<file path="config.mk">
export PLATFORM = sky130hd
export DESIGN_NAME = sd_clock_divider_setup
export DESIGN_NICKNAME = d
export VERILOG_FILES = /design/src/rtl/sdcd_pkg.sv /design/src/rtl/sdcd_div.sv /design/src/rtl/sdcd_dp.sv /design/src/rtl/sdcd_ctrl.sv /design/src/rtl/sd_clock_divider_setup.sv
export SDC_FILE = /design/constraint.sdc
export NUM_CORES = 1
export LEC_CHECK = 0
export ABC_CLOCK_PERIOD_IN_PS = 7600
export BUFFER_PORTS_ARGS = -buffer_cell sky130_fd_sc_hd__buf_2
export CAP_MARGIN = 0
export CORE_MARGIN = 10
export CORE_UTILIZATION = 50
export DETAILED_ROUTE_END_ITERATION = 12
export GPL_TIMING_DRIVEN = 0
export PLACE_DENSITY = 0.68
export SLEW_MARGIN = 10
export SYNTH_ARGS = -nofsm -noshare
export SYNTH_HDL_FRONTEND = slang
export SYNTH_SLANG_ARGS = --single-unit
</file>
<file path="constraint.sdc">
create_clock -name clk -period 7.6 [get_ports clk]
set_clock_uncertainty 0.2 [all_clocks]
set_input_delay 0 -clock clk [delete_from_list [all_inputs] [get_ports clk]]
set_output_delay 0 -clock clk [all_outputs]
set_load 0.05 [all_outputs]
</file>
<file path="src/rtl/sdcd_pkg.sv">
// ----------------------------------------------------------------------------
// sdcd_pkg
// Types, constants and helpers for the SD clock divider setup block.
// ----------------------------------------------------------------------------
package sdcd_pkg;

	localparam int FREQ_W = 28;
	localparam int OFFS_W = 12;
	localparam int SRC_W  = 30;
	localparam int WORD_W = 32;
	localparam int MUL_W  = 5;
	localparam int PDIV_W = 2;
	localparam int BASE_W = 25;

	localparam int DIV_STEPS = SRC_W / 2;
	localparam int DIV_CNT_W = $clog2(DIV_STEPS);

	localparam logic [FREQ_W-1:0] OSC_HZ    = 28'd24000000;
	localparam logic [FREQ_W-1:0] BAND_SLOW = 28'd400000;
	localparam logic [FREQ_W-1:0] BAND_MID  = 28'd25000000;
	localparam logic [FREQ_W-1:0] BAND_FAST = 28'd52000000;
	localparam logic [SRC_W-1:0]  DIV_MAX   = 30'd16;
	localparam logic [1:0]        PREDIV_MAX = 2'd3;

	localparam logic [MUL_W-1:0]  MUL_RESET  = 5'd24;
	localparam logic [PDIV_W-1:0] PDIV_RESET = 2'd0;

	typedef struct packed {
		logic [FREQ_W-1:0] requested_freq;
		logic [OFFS_W-1:0] target_offset;
	} in_t;

	typedef struct packed {
		logic              ok;
		logic [WORD_W-1:0] clock_word;
		logic [SRC_W-1:0]  achieved_freq;
		logic [OFFS_W-1:0] offset_out;
	} out_t;

	typedef enum logic [0:0] {
		CFG_PLL_MUL = 1'b0,
		CFG_PLL_DIV = 1'b1
	} cfg_idx_t;

	typedef enum logic [2:0] {
		S_IDLE,
		S_SRC,
		S_DIV1,
		S_HALVE,
		S_DIV2,
		S_OUT
	} state_t;

	typedef enum logic [0:0] {
		DIV_BY_FREQ,
		DIV_BY_DV
	} div_sel_t;

	typedef struct packed {
		logic     capture;
		logic     load_src;
		logic     div_go;
		div_sel_t div_sel;
		logic     load_dv;
		logic     halve;
		logic     load_ok;
		logic     load_fail;
	} cmd_t;

	typedef struct packed {
		logic zero;
		logic div_done;
		logic dv_big;
		logic pre_max;
	} sts_t;

	// PLL rate per unit of multiplier: 24 MHz over (div + 1), exact
	function automatic logic [BASE_W-1:0] pll_base(input logic [PDIV_W-1:0] d);
		logic [BASE_W-1:0] b;
		case (d)
			2'd0: b = 25'd24000000;
			2'd1: b = 25'd12000000;
			2'd2: b = 25'd8000000;
			default: b = 25'd6000000;
		endcase
		return b;
	endfunction

endpackage

</file>
<file path="src/rtl/sdcd_div.sv">
// ----------------------------------------------------------------------------
// sdcd_div
// Restoring divider, two quotient bits per cycle, shared by both divisions.
// ----------------------------------------------------------------------------
module sdcd_div
	import sdcd_pkg::*;
(
	input  logic             clk,
	input  logic             arst_n,
	input  logic             go,
	input  logic [SRC_W-1:0] dividend,
	input  logic [SRC_W-1:0] divisor,
	output logic [SRC_W-1:0] quo,
	output logic             rem_nz,
	output logic             done
);

	logic [SRC_W-1:0]     quo_q;
	logic [SRC_W-1:0]     rem_q;
	logic [SRC_W-1:0]     dvs_q;
	logic [DIV_CNT_W-1:0] cnt_q;
	logic                 run_q;
	logic                 done_q;

	logic [SRC_W:0]   r1, r2;
	logic             ge1, ge2;
	logic [SRC_W-1:0] r1n, r2n;

	always_comb begin
		r1  = {rem_q, quo_q[SRC_W-1]};
		ge1 = r1 >= {1'b0, dvs_q};
		r1n = ge1 ? SRC_W'(r1 - {1'b0, dvs_q}) : r1[SRC_W-1:0];
		r2  = {r1n, quo_q[SRC_W-2]};
		ge2 = r2 >= {1'b0, dvs_q};
		r2n = ge2 ? SRC_W'(r2 - {1'b0, dvs_q}) : r2[SRC_W-1:0];
	end

	always_ff @(posedge clk or negedge arst_n) begin
		if (!arst_n) begin
			run_q  <= 1'b0;
			done_q <= 1'b0;
			cnt_q  <= '0;
		end else begin
			done_q <= 1'b0;
			if (go) begin
				run_q <= 1'b1;
				cnt_q <= '0;
			end else if (run_q) begin
				cnt_q <= cnt_q + 1'b1;
				if (cnt_q == DIV_CNT_W'(DIV_STEPS - 1)) begin
					run_q  <= 1'b0;
					done_q <= 1'b1;
				end
			end
		end
	end

	always_ff @(posedge clk) begin
		if (go) begin
			quo_q <= dividend;
			rem_q <= '0;
			dvs_q <= divisor;
		end else if (run_q) begin
			quo_q <= {quo_q[SRC_W-3:0], ge1, ge2};
			rem_q <= r2n;
		end
	end

	assign quo    = quo_q;
	assign rem_nz = |rem_q;
	assign done   = done_q;

endmodule

</file>
<file path="src/rtl/sdcd_dp.sv">
// ----------------------------------------------------------------------------
// sdcd_dp
// Datapath: PLL registers, source rate, divider, halving and word packing.
// ----------------------------------------------------------------------------
module sdcd_dp
	import sdcd_pkg::*;
(
	input  logic              clk,
	input  logic              arst_n,
	input  logic              cfg_we,
	input  cfg_idx_t          cfg_index,
	input  logic [MUL_W-1:0]  cfg_data,
	input  in_t               req,
	input  cmd_t              cmd,
	output sts_t              sts,
	output out_t              res
);

	logic [MUL_W-1:0]  mul_q;
	logic [PDIV_W-1:0] pdiv_q;
	logic [FREQ_W-1:0] freq_q;
	logic [OFFS_W-1:0] offs_q;
	logic              pll_q;
	logic [SRC_W-1:0]  src_q;
	logic [SRC_W-1:0]  dv_q;
	logic [1:0]        pre_q;
	out_t              res_q;

	logic [MUL_W:0]    mul_p1;
	logic [SRC_W:0]    prod;
	logic [SRC_W-1:0]  src_d;
	logic [SRC_W-1:0]  dvd;
	logic [SRC_W-1:0]  dvs;
	logic [SRC_W-1:0]  quo;
	logic              rem_nz;
	logic              div_done;
	logic [SRC_W:0]    dv_inc;
	logic [SRC_W-1:0]  dv_m1;
	logic [2:0]        samp;
	logic [2:0]        outp;

	always_ff @(posedge clk or negedge arst_n) begin
		if (!arst_n) begin
			mul_q  <= MUL_RESET;
			pdiv_q <= PDIV_RESET;
		end else if (cfg_we) begin
			unique case (cfg_index)
				CFG_PLL_MUL: mul_q  <= cfg_data;
				CFG_PLL_DIV: pdiv_q <= cfg_data[PDIV_W-1:0];
				default: ;
			endcase
		end
	end

	always_comb begin
		mul_p1 = {1'b0, mul_q} + 1'b1;
		prod   = (SRC_W+1)'(mul_p1) * (SRC_W+1)'(pll_base(pdiv_q));
		src_d  = pll_q ? prod[SRC_W-1:0] : SRC_W'(OSC_HZ);
		dvd    = (cmd.div_sel == DIV_BY_DV) ? src_q : src_d;
		dvs    = (cmd.div_sel == DIV_BY_DV) ? dv_q : SRC_W'(freq_q);
		dv_inc = {1'b0, dv_q} + 1'b1;
		dv_m1  = dv_q - 1'b1;
		if (freq_q <= BAND_SLOW) begin
			outp = 3'd0; samp = 3'd0;
		end else if (freq_q <= BAND_MID) begin
			outp = 3'd0; samp = 3'd5;
		end else if (freq_q <= BAND_FAST) begin
			outp = 3'd3; samp = 3'd4;
		end else begin
			outp = 3'd1; samp = 3'd4;
		end
	end

	sdcd_div u_div (
		.clk      (clk),
		.arst_n   (arst_n),
		.go       (cmd.div_go),
		.dividend (dvd),
		.divisor  (dvs),
		.quo      (quo),
		.rem_nz   (rem_nz),
		.done     (div_done)
	);

	always_ff @(posedge clk) begin
		if (cmd.capture) begin
			freq_q <= req.requested_freq;
			offs_q <= req.target_offset;
			pll_q  <= req.requested_freq > OSC_HZ;
			pre_q  <= '0;
		end
		if (cmd.load_src)
			src_q <= src_d;
		if (cmd.load_dv)
			dv_q <= quo + SRC_W'(rem_nz);
		if (cmd.halve) begin
			dv_q  <= dv_inc[SRC_W:1];
			pre_q <= pre_q + 1'b1;
		end
		if (cmd.load_ok) begin
			res_q.ok            <= 1'b1;
			res_q.clock_word    <= {1'b1, 6'b0, pll_q, 1'b0, samp, 2'b0, pre_q,
				5'b0, outp, 4'b0, dv_m1[3:0]};
			res_q.achieved_freq <= quo >> pre_q;
			res_q.offset_out    <= offs_q;
		end
		if (cmd.load_fail) begin
			res_q.ok            <= 1'b0;
			res_q.clock_word    <= '0;
			res_q.achieved_freq <= '0;
			res_q.offset_out    <= offs_q;
		end
	end

	assign sts.zero     = freq_q == '0;
	assign sts.div_done = div_done;
	assign sts.dv_big   = dv_q > DIV_MAX;
	assign sts.pre_max  = pre_q == PREDIV_MAX;
	assign res          = res_q;

endmodule

</file>
<file path="src/rtl/sdcd_ctrl.sv">
// ----------------------------------------------------------------------------
// sdcd_ctrl
// Controller: sequences source, division, halving and result load.
// ----------------------------------------------------------------------------
module sdcd_ctrl
	import sdcd_pkg::*;
(
	input  logic clk,
	input  logic arst_n,
	input  logic start,
	input  sts_t sts,
	output cmd_t cmd,
	output logic busy,
	output logic done
);

	state_t state_q;
	state_t state_d;

	always_ff @(posedge clk or negedge arst_n) begin
		if (!arst_n)
			state_q <= S_IDLE;
		else
			state_q <= state_d;
	end

	always_comb begin
		state_d = state_q;
		cmd     = '0;
		unique case (state_q)
			S_IDLE: begin
				if (start) begin
					cmd.capture = 1'b1;
					state_d     = S_SRC;
				end
			end
			S_SRC: begin
				if (sts.zero) begin
					cmd.load_fail = 1'b1;
					state_d       = S_OUT;
				end else begin
					cmd.load_src = 1'b1;
					cmd.div_go   = 1'b1;
					cmd.div_sel  = DIV_BY_FREQ;
					state_d      = S_DIV1;
				end
			end
			S_DIV1: begin
				if (sts.div_done) begin
					cmd.load_dv = 1'b1;
					state_d     = S_HALVE;
				end
			end
			S_HALVE: begin
				if (!sts.dv_big) begin
					cmd.div_go  = 1'b1;
					cmd.div_sel = DIV_BY_DV;
					state_d     = S_DIV2;
				end else if (sts.pre_max) begin
					cmd.load_fail = 1'b1;
					state_d       = S_OUT;
				end else begin
					cmd.halve = 1'b1;
				end
			end
			S_DIV2: begin
				if (sts.div_done) begin
					cmd.load_ok = 1'b1;
					state_d     = S_OUT;
				end
			end
			S_OUT: begin
				state_d = S_IDLE;
			end
			default: begin
				state_d = S_IDLE;
			end
		endcase
	end

	assign busy = state_q != S_IDLE;
	assign done = state_q == S_OUT;

endmodule

</file>
<file path="src/rtl/sd_clock_divider_setup.sv">
// ----------------------------------------------------------------------------
// sd_clock_divider_setup
// SD card clock divider setup: request in, clock register word out.
// ----------------------------------------------------------------------------
// Usage:
//   Request channel: drive req and raise start; the beat is taken at a rising
//   edge with start high and busy low. busy stays high until the result.
//   Result channel: done is high for exactly one cycle with res valid.
//   The receiver cannot stall; sample res on the done cycle.
//   Config channel: cfg_valid with cfg_index and cfg_data; cfg_ready is
//   always high. Index 0 is the PLL multiplier, index 1 the PLL divider.
//   Write only while busy is low.
// Sequence: a zero request fails straight from the source step, a divider
//   that needs a fourth halving fails after the first division. Otherwise:
//   source, two passes of the 2-bit-per-cycle divider, zero to three
//   halvings, output. One request at a time; the next is taken after done.
// Reset: arst_n low clears the sequencer and loads PLL multiplier 24 and
//   divider 0; no clearing pass is needed.
// ----------------------------------------------------------------------------
module sd_clock_divider_setup
	import sdcd_pkg::*;
(
	input  logic             clk,
	input  logic             arst_n,
	input  logic             start,
	output logic             busy,
	input  in_t              req,
	output logic             done,
	output out_t             res,
	input  logic             cfg_valid,
	output logic             cfg_ready,
	input  cfg_idx_t         cfg_index,
	input  logic [MUL_W-1:0] cfg_data
);

	cmd_t cmd;
	sts_t sts;
	logic busy_w;

	assign cfg_ready = 1'b1;
	assign busy      = busy_w;

	sdcd_ctrl u_ctrl (
		.clk    (clk),
		.arst_n (arst_n),
		.start  (start),
		.sts    (sts),
		.cmd    (cmd),
		.busy   (busy_w),
		.done   (done)
	);

	sdcd_dp u_dp (
		.clk       (clk),
		.arst_n    (arst_n),
		.cfg_we    (cfg_valid & cfg_ready),
		.cfg_index (cfg_index),
		.cfg_data  (cfg_data),
		.req       (req),
		.cmd       (cmd),
		.sts       (sts),
		.res       (res)
	);

endmodule

</file>
==> summary.md <==
| Metric | Value |
|---|---|
| Setup crit start | u_dp.u_div.quo[29]$_DFFE_PP_ |
| Post-route setup TNS | 0 ns |
| IO Count | 128 |
| Utilization of the core after routing | 0.595 |
| Slew Limit Fails | 0 |
| Number of detailed-routing iterations run before antenna repair | 7 |
| Slew at the pin closest to its max-slew limit | roughly 1.2 ns |
| Required arrival time at the worst endpoint | ~7.8 ns |
| Proportion of layout cells with a drive suffix above 1 | 0.111 |
| Sinks on the clock net | between 200 and 300 |
| Post-detailed-route count of antenna-violating nets | 0 |
| Initial drt markers | about 1400 |
| Global router's overall resource usage | 0.233 |
| Crit Path Max Fanout | 10 |
| Class of the most critical hold timing path | input port to register |
| Slowest Stage Delay on Critical Path | approximately 0.85 ns |
| Worst-skew pair later-pin latency | ~0.57 ns |
| Average instance area after synthesis | approximately 9.2 µm² |
| Portion of the post-synthesis area used by sequential elements | 0.369 |
| DR vias | 15793 |
| Wire length per cell after detailed routing | between 15 and 20 µm |
| Largest net degree at the start of global routing | 36 |
| Final layout net count | 2497 |
| Final Wtd Congestion | just under 1 |
| CTS Root Cell | sky130_fd_sc_hd__clkbuf_16 |
| Post-CTS setup buffers | 0 |
| Primary flip-flop cell chosen by synthesis mapping | sky130_fd_sc_hd__edfxtp_1 |
| Synth Register Bits | 256 |
| # Max-Cap Violations | 0 |
| Worst setup margin | around 0.47 ns |
| Clock tree buffer depth | 3 |
| Worst Setup Start Kind | register |
| Y dimension of the die | around 210 µm |
| H-tree levels | 1 |
| Post-cts gate resize count | 0 |
| YS warnings | 0 |
| Crit Reg-Reg Startpoint | u_dp.u_div.quo[29]$_DFFE_PP_ |
| Slew headroom | 0.217 |
| Number of antenna violations at the first check in global routing | 1 |
| Total overflow reported by the global router | 0 |
| Worst Setup Path Type | register to register |
| Clock tree from TritonCTS | yes |
| Average via count per standard cell | approximately 5.7 |
| Final setup violation count | 0 |
| Register-to-register path setup slack | 0.47 ns |
| Number of CTS-inserted buffers | 29 |
| Buffers on Ports | ~110 |
| Core outline area | 0.0367 mm² |
| Setup repair after global routing missed its margin | no |
| Initial core utilization | 0.508 |
| Sum of routed wire length over all layers | between 50 and 60 mm |
| Highest attainable clock frequency | about 140 MHz |
| Horizontal die dimension | 213 µm |
| Die footprint | about 0.045 mm² |
| Final worst-path cycle share | 0.938 |
| Post-route DRC | 0 |
| Row Count | 70 |
| Cell type of the slowest stage on the worst timing path | sky130_fd_sc_hd__o31ai_1 |
| Pre-CTS setup slack | 0.313 ns |
| Vias in the first global route | roughly 16000 |
| Global-route wire length before repair | between 80 and 90 mm |
| Area Overhead vs Synth | 17.0% |
| Cell area after technology mapping | roughly 0.019 mm² |
| Post-synthesis cell count | between 2000 and 2500 |
| Arrival time at the worst endpoint | approximately 7.3 ns |
| Fin. Hold Viols | 0 |
| Period minus WS final | a little over 7 ns |
| Cells along the critical path | inv_1 > ha_1 > inv_1 > fa_1 > a21oi_1 > o2bb2ai_1 > o31ai_1 > or3_1 > nand2_1 > a21boi_0 > xnor2_1 > mux2_2 > ha_1 > o21ai_0 > o21ai_1 > a31oi_1 > nor2_1 > or4b_4 > a2111oi_4 > o21bai_2 > a211oi_4 > buf_6 > mux2i_1 > a21oi_1 |
| Half-perimeter wire length after placement | roughly 41 mm |
| Fraction of registers with async set/reset | 0.0625 |
| Post-synthesis cell type count | between 70 and 80 |
| Worst hold path startpoint | req[32] |
| Critical Path End Type | register |
| EDFF count, synth | 168 |
| Outcome | finished, final reports clean |
| Clock transition time at the flip-flop clock pins of the worst setup and hold paths | roughly 0.060 ns |
layer usage:
| metal | part of all wire | up-vias | track usage | wire length [µm] |
|---|---|---|---|---|
| met5 | 0 | - | 0 | 0 |
| met2 | 0.45 | 578 | 0.368 | 23900 |
| met4 | 0.028 | 0 | 0.0702 | 1480 |
| li1 | - | 7598 | - | - |
| met3 | 0.079 | 92 | 0.0374 | 4230 |
| met1 | 0.44 | 7525 | 0.322 | 23800 |
final timing paths:
kind                                                      to  cells past startpoint
min                                u_dp.freq_q[20]$_DFFE_PP_                      2
min in group asynchronous      u_ctrl.state_q[0]$_DFFE_PN0P_                      3
max                        u_dp.u_div.rem_q[14]$_SDFFE_PP0P_                     24
max in group asynchronous    u_dp.u_div.cnt_q[1]$_DFFE_PN0P_                      3
max reg2reg                u_dp.u_div.rem_q[14]$_SDFFE_PP0P_                     24
min reg2reg                            u_dp.res[0]$_DFFE_PP_                      0
flip-flops by register name, summed over array words and instances (netlist names), 5 cells and up:
register and count:
u_dp.res 54, u_dp.dv_q 30, u_dp.u_div.dvs_q 30, u_dp.u_div.quo 30, u_dp.u_div.rem_q 30, u_dp.freq_q 28, u_dp.src_q 23, u_dp.offs_q 12
u_dp.mul_q 5
timing repair:
item | 4_1_cts | 5_1_grt
hold buffers | 96 | 0
endpoints found under the setup margin | 0 | 30
hold endpoints to repair | 79 | 0
cell usage after synthesis, types with 14 or more instances:
library cell                 n  area (µm²)
sky130_fd_sc_hd__nor4_1     20         125
sky130_fd_sc_hd__mux4_2     20         450
sky130_fd_sc_hd__a31oi_1    15        93.8
sky130_fd_sc_hd__edfxtp_1  168        5040
sky130_fd_sc_hd__nor3_1     35         175
sky130_fd_sc_hd__a21o_1     21         158
sky130_fd_sc_hd__dfrtp_1    14         350
sky130_fd_sc_hd__dfxtp_1    72        1440
sky130_fd_sc_hd__xor2_1     53         464
sky130_fd_sc_hd__buf_4      22         165
sky130_fd_sc_hd__nand2b_1   22         138
sky130_fd_sc_hd__fa_1       54        1080
sky130_fd_sc_hd__ha_1      111        1390
sky130_fd_sc_hd__o21ai_0   125         626
sky130_fd_sc_hd__xnor2_1    83         727
sky130_fd_sc_hd__nand4_1    29         181
sky130_fd_sc_hd__nand2_1   217         815
sky130_fd_sc_hd__nor2_1    177         664
sky130_fd_sc_hd__mux2i_1    34         340
sky130_fd_sc_hd__mux2_2     35         394
sky130_fd_sc_hd__a21oi_1   134         671
sky130_fd_sc_hd__and2_1     40         250
sky130_fd_sc_hd__o22ai_1    15        93.8
sky130_fd_sc_hd__nand3_1    53         265
sky130_fd_sc_hd__nor2b_1    15        93.8
sky130_fd_sc_hd__clkbuf_1   72         270
sky130_fd_sc_hd__and3_1     15        93.8
sky130_fd_sc_hd__inv_1     178         668
placed cells by master (no fill, tap or decap), types with 75 or more instances in the layout:
cell / count
sky130_fd_sc_hd__a21oi_1: 134
sky130_fd_sc_hd__buf_2: 109
sky130_fd_sc_hd__clkbuf_1: 75
sky130_fd_sc_hd__dlygate4sd3_1: 96
sky130_fd_sc_hd__edfxtp_1: 168
sky130_fd_sc_hd__ha_1: 111
sky130_fd_sc_hd__inv_1: 177
sky130_fd_sc_hd__nand2_1: 217
sky130_fd_sc_hd__nor2_1: 177
sky130_fd_sc_hd__o21ai_0: 125
sky130_fd_sc_hd__xnor2_1: 83
cells by family (layout without fill, tap and decap cells):
logic type,after synthesis,in the layout,synth area share
buffers and inverters,290,547,0.0642
other,2,24,0.000403
AND/OR/NAND/NOR,664,664,0.167
AO/OA/AOI/OAI,423,423,0.138
flip-flops,256,256,0.369
adder cells (fa/ha/maj),165,165,0.132
multiplexers,90,90,0.0641
XOR/XNOR,136,136,0.0639
cell type report:
class | count | area, µm²
fillers | 3160 | 14900
inverters | 180 | 676
repair buffers | 205 | 1560
plain buffers | 109 | 520
clock buffers | 37 | 776
multi-input cells | 1501 | 10700
well taps | 468 | 586
flip-flops and latches | 256 | 6890
diodes | 1 | 2.50
clock inverters | 16 | 158
metrics by stage:
stage | instance area, µm² | hold slack (ns) | cells
3_5_place_dp | 19900 | -0.259 | 2624
3_3_place_gp | 19800 | -0.267 | 2621
4_1_cts | 21800 | 0.00198 | 2773
6_report | 21800 | 0.0198 | 2773
2_1_floorplan | 18700 | -0.496 | 2047
5_1_grt | 21800 | 0.0302 | 2772
worst max-delay path: cells and delay by family (launching register included):
family,cells,cell delay [ns]
AND/OR/NAND/NOR,4,0.96
XOR/XNOR,1,0.09
AO/OA/AOI/OAI,11,3.15
multiplexers,2,0.52
adder cells (fa/ha/maj),3,1.00
buffers and inverters,3,0.55
flip-flops,1,0.48
Power is not shown: default switching activity piles up to over one toggle a cycle in this logic, so the estimate is an artifact.
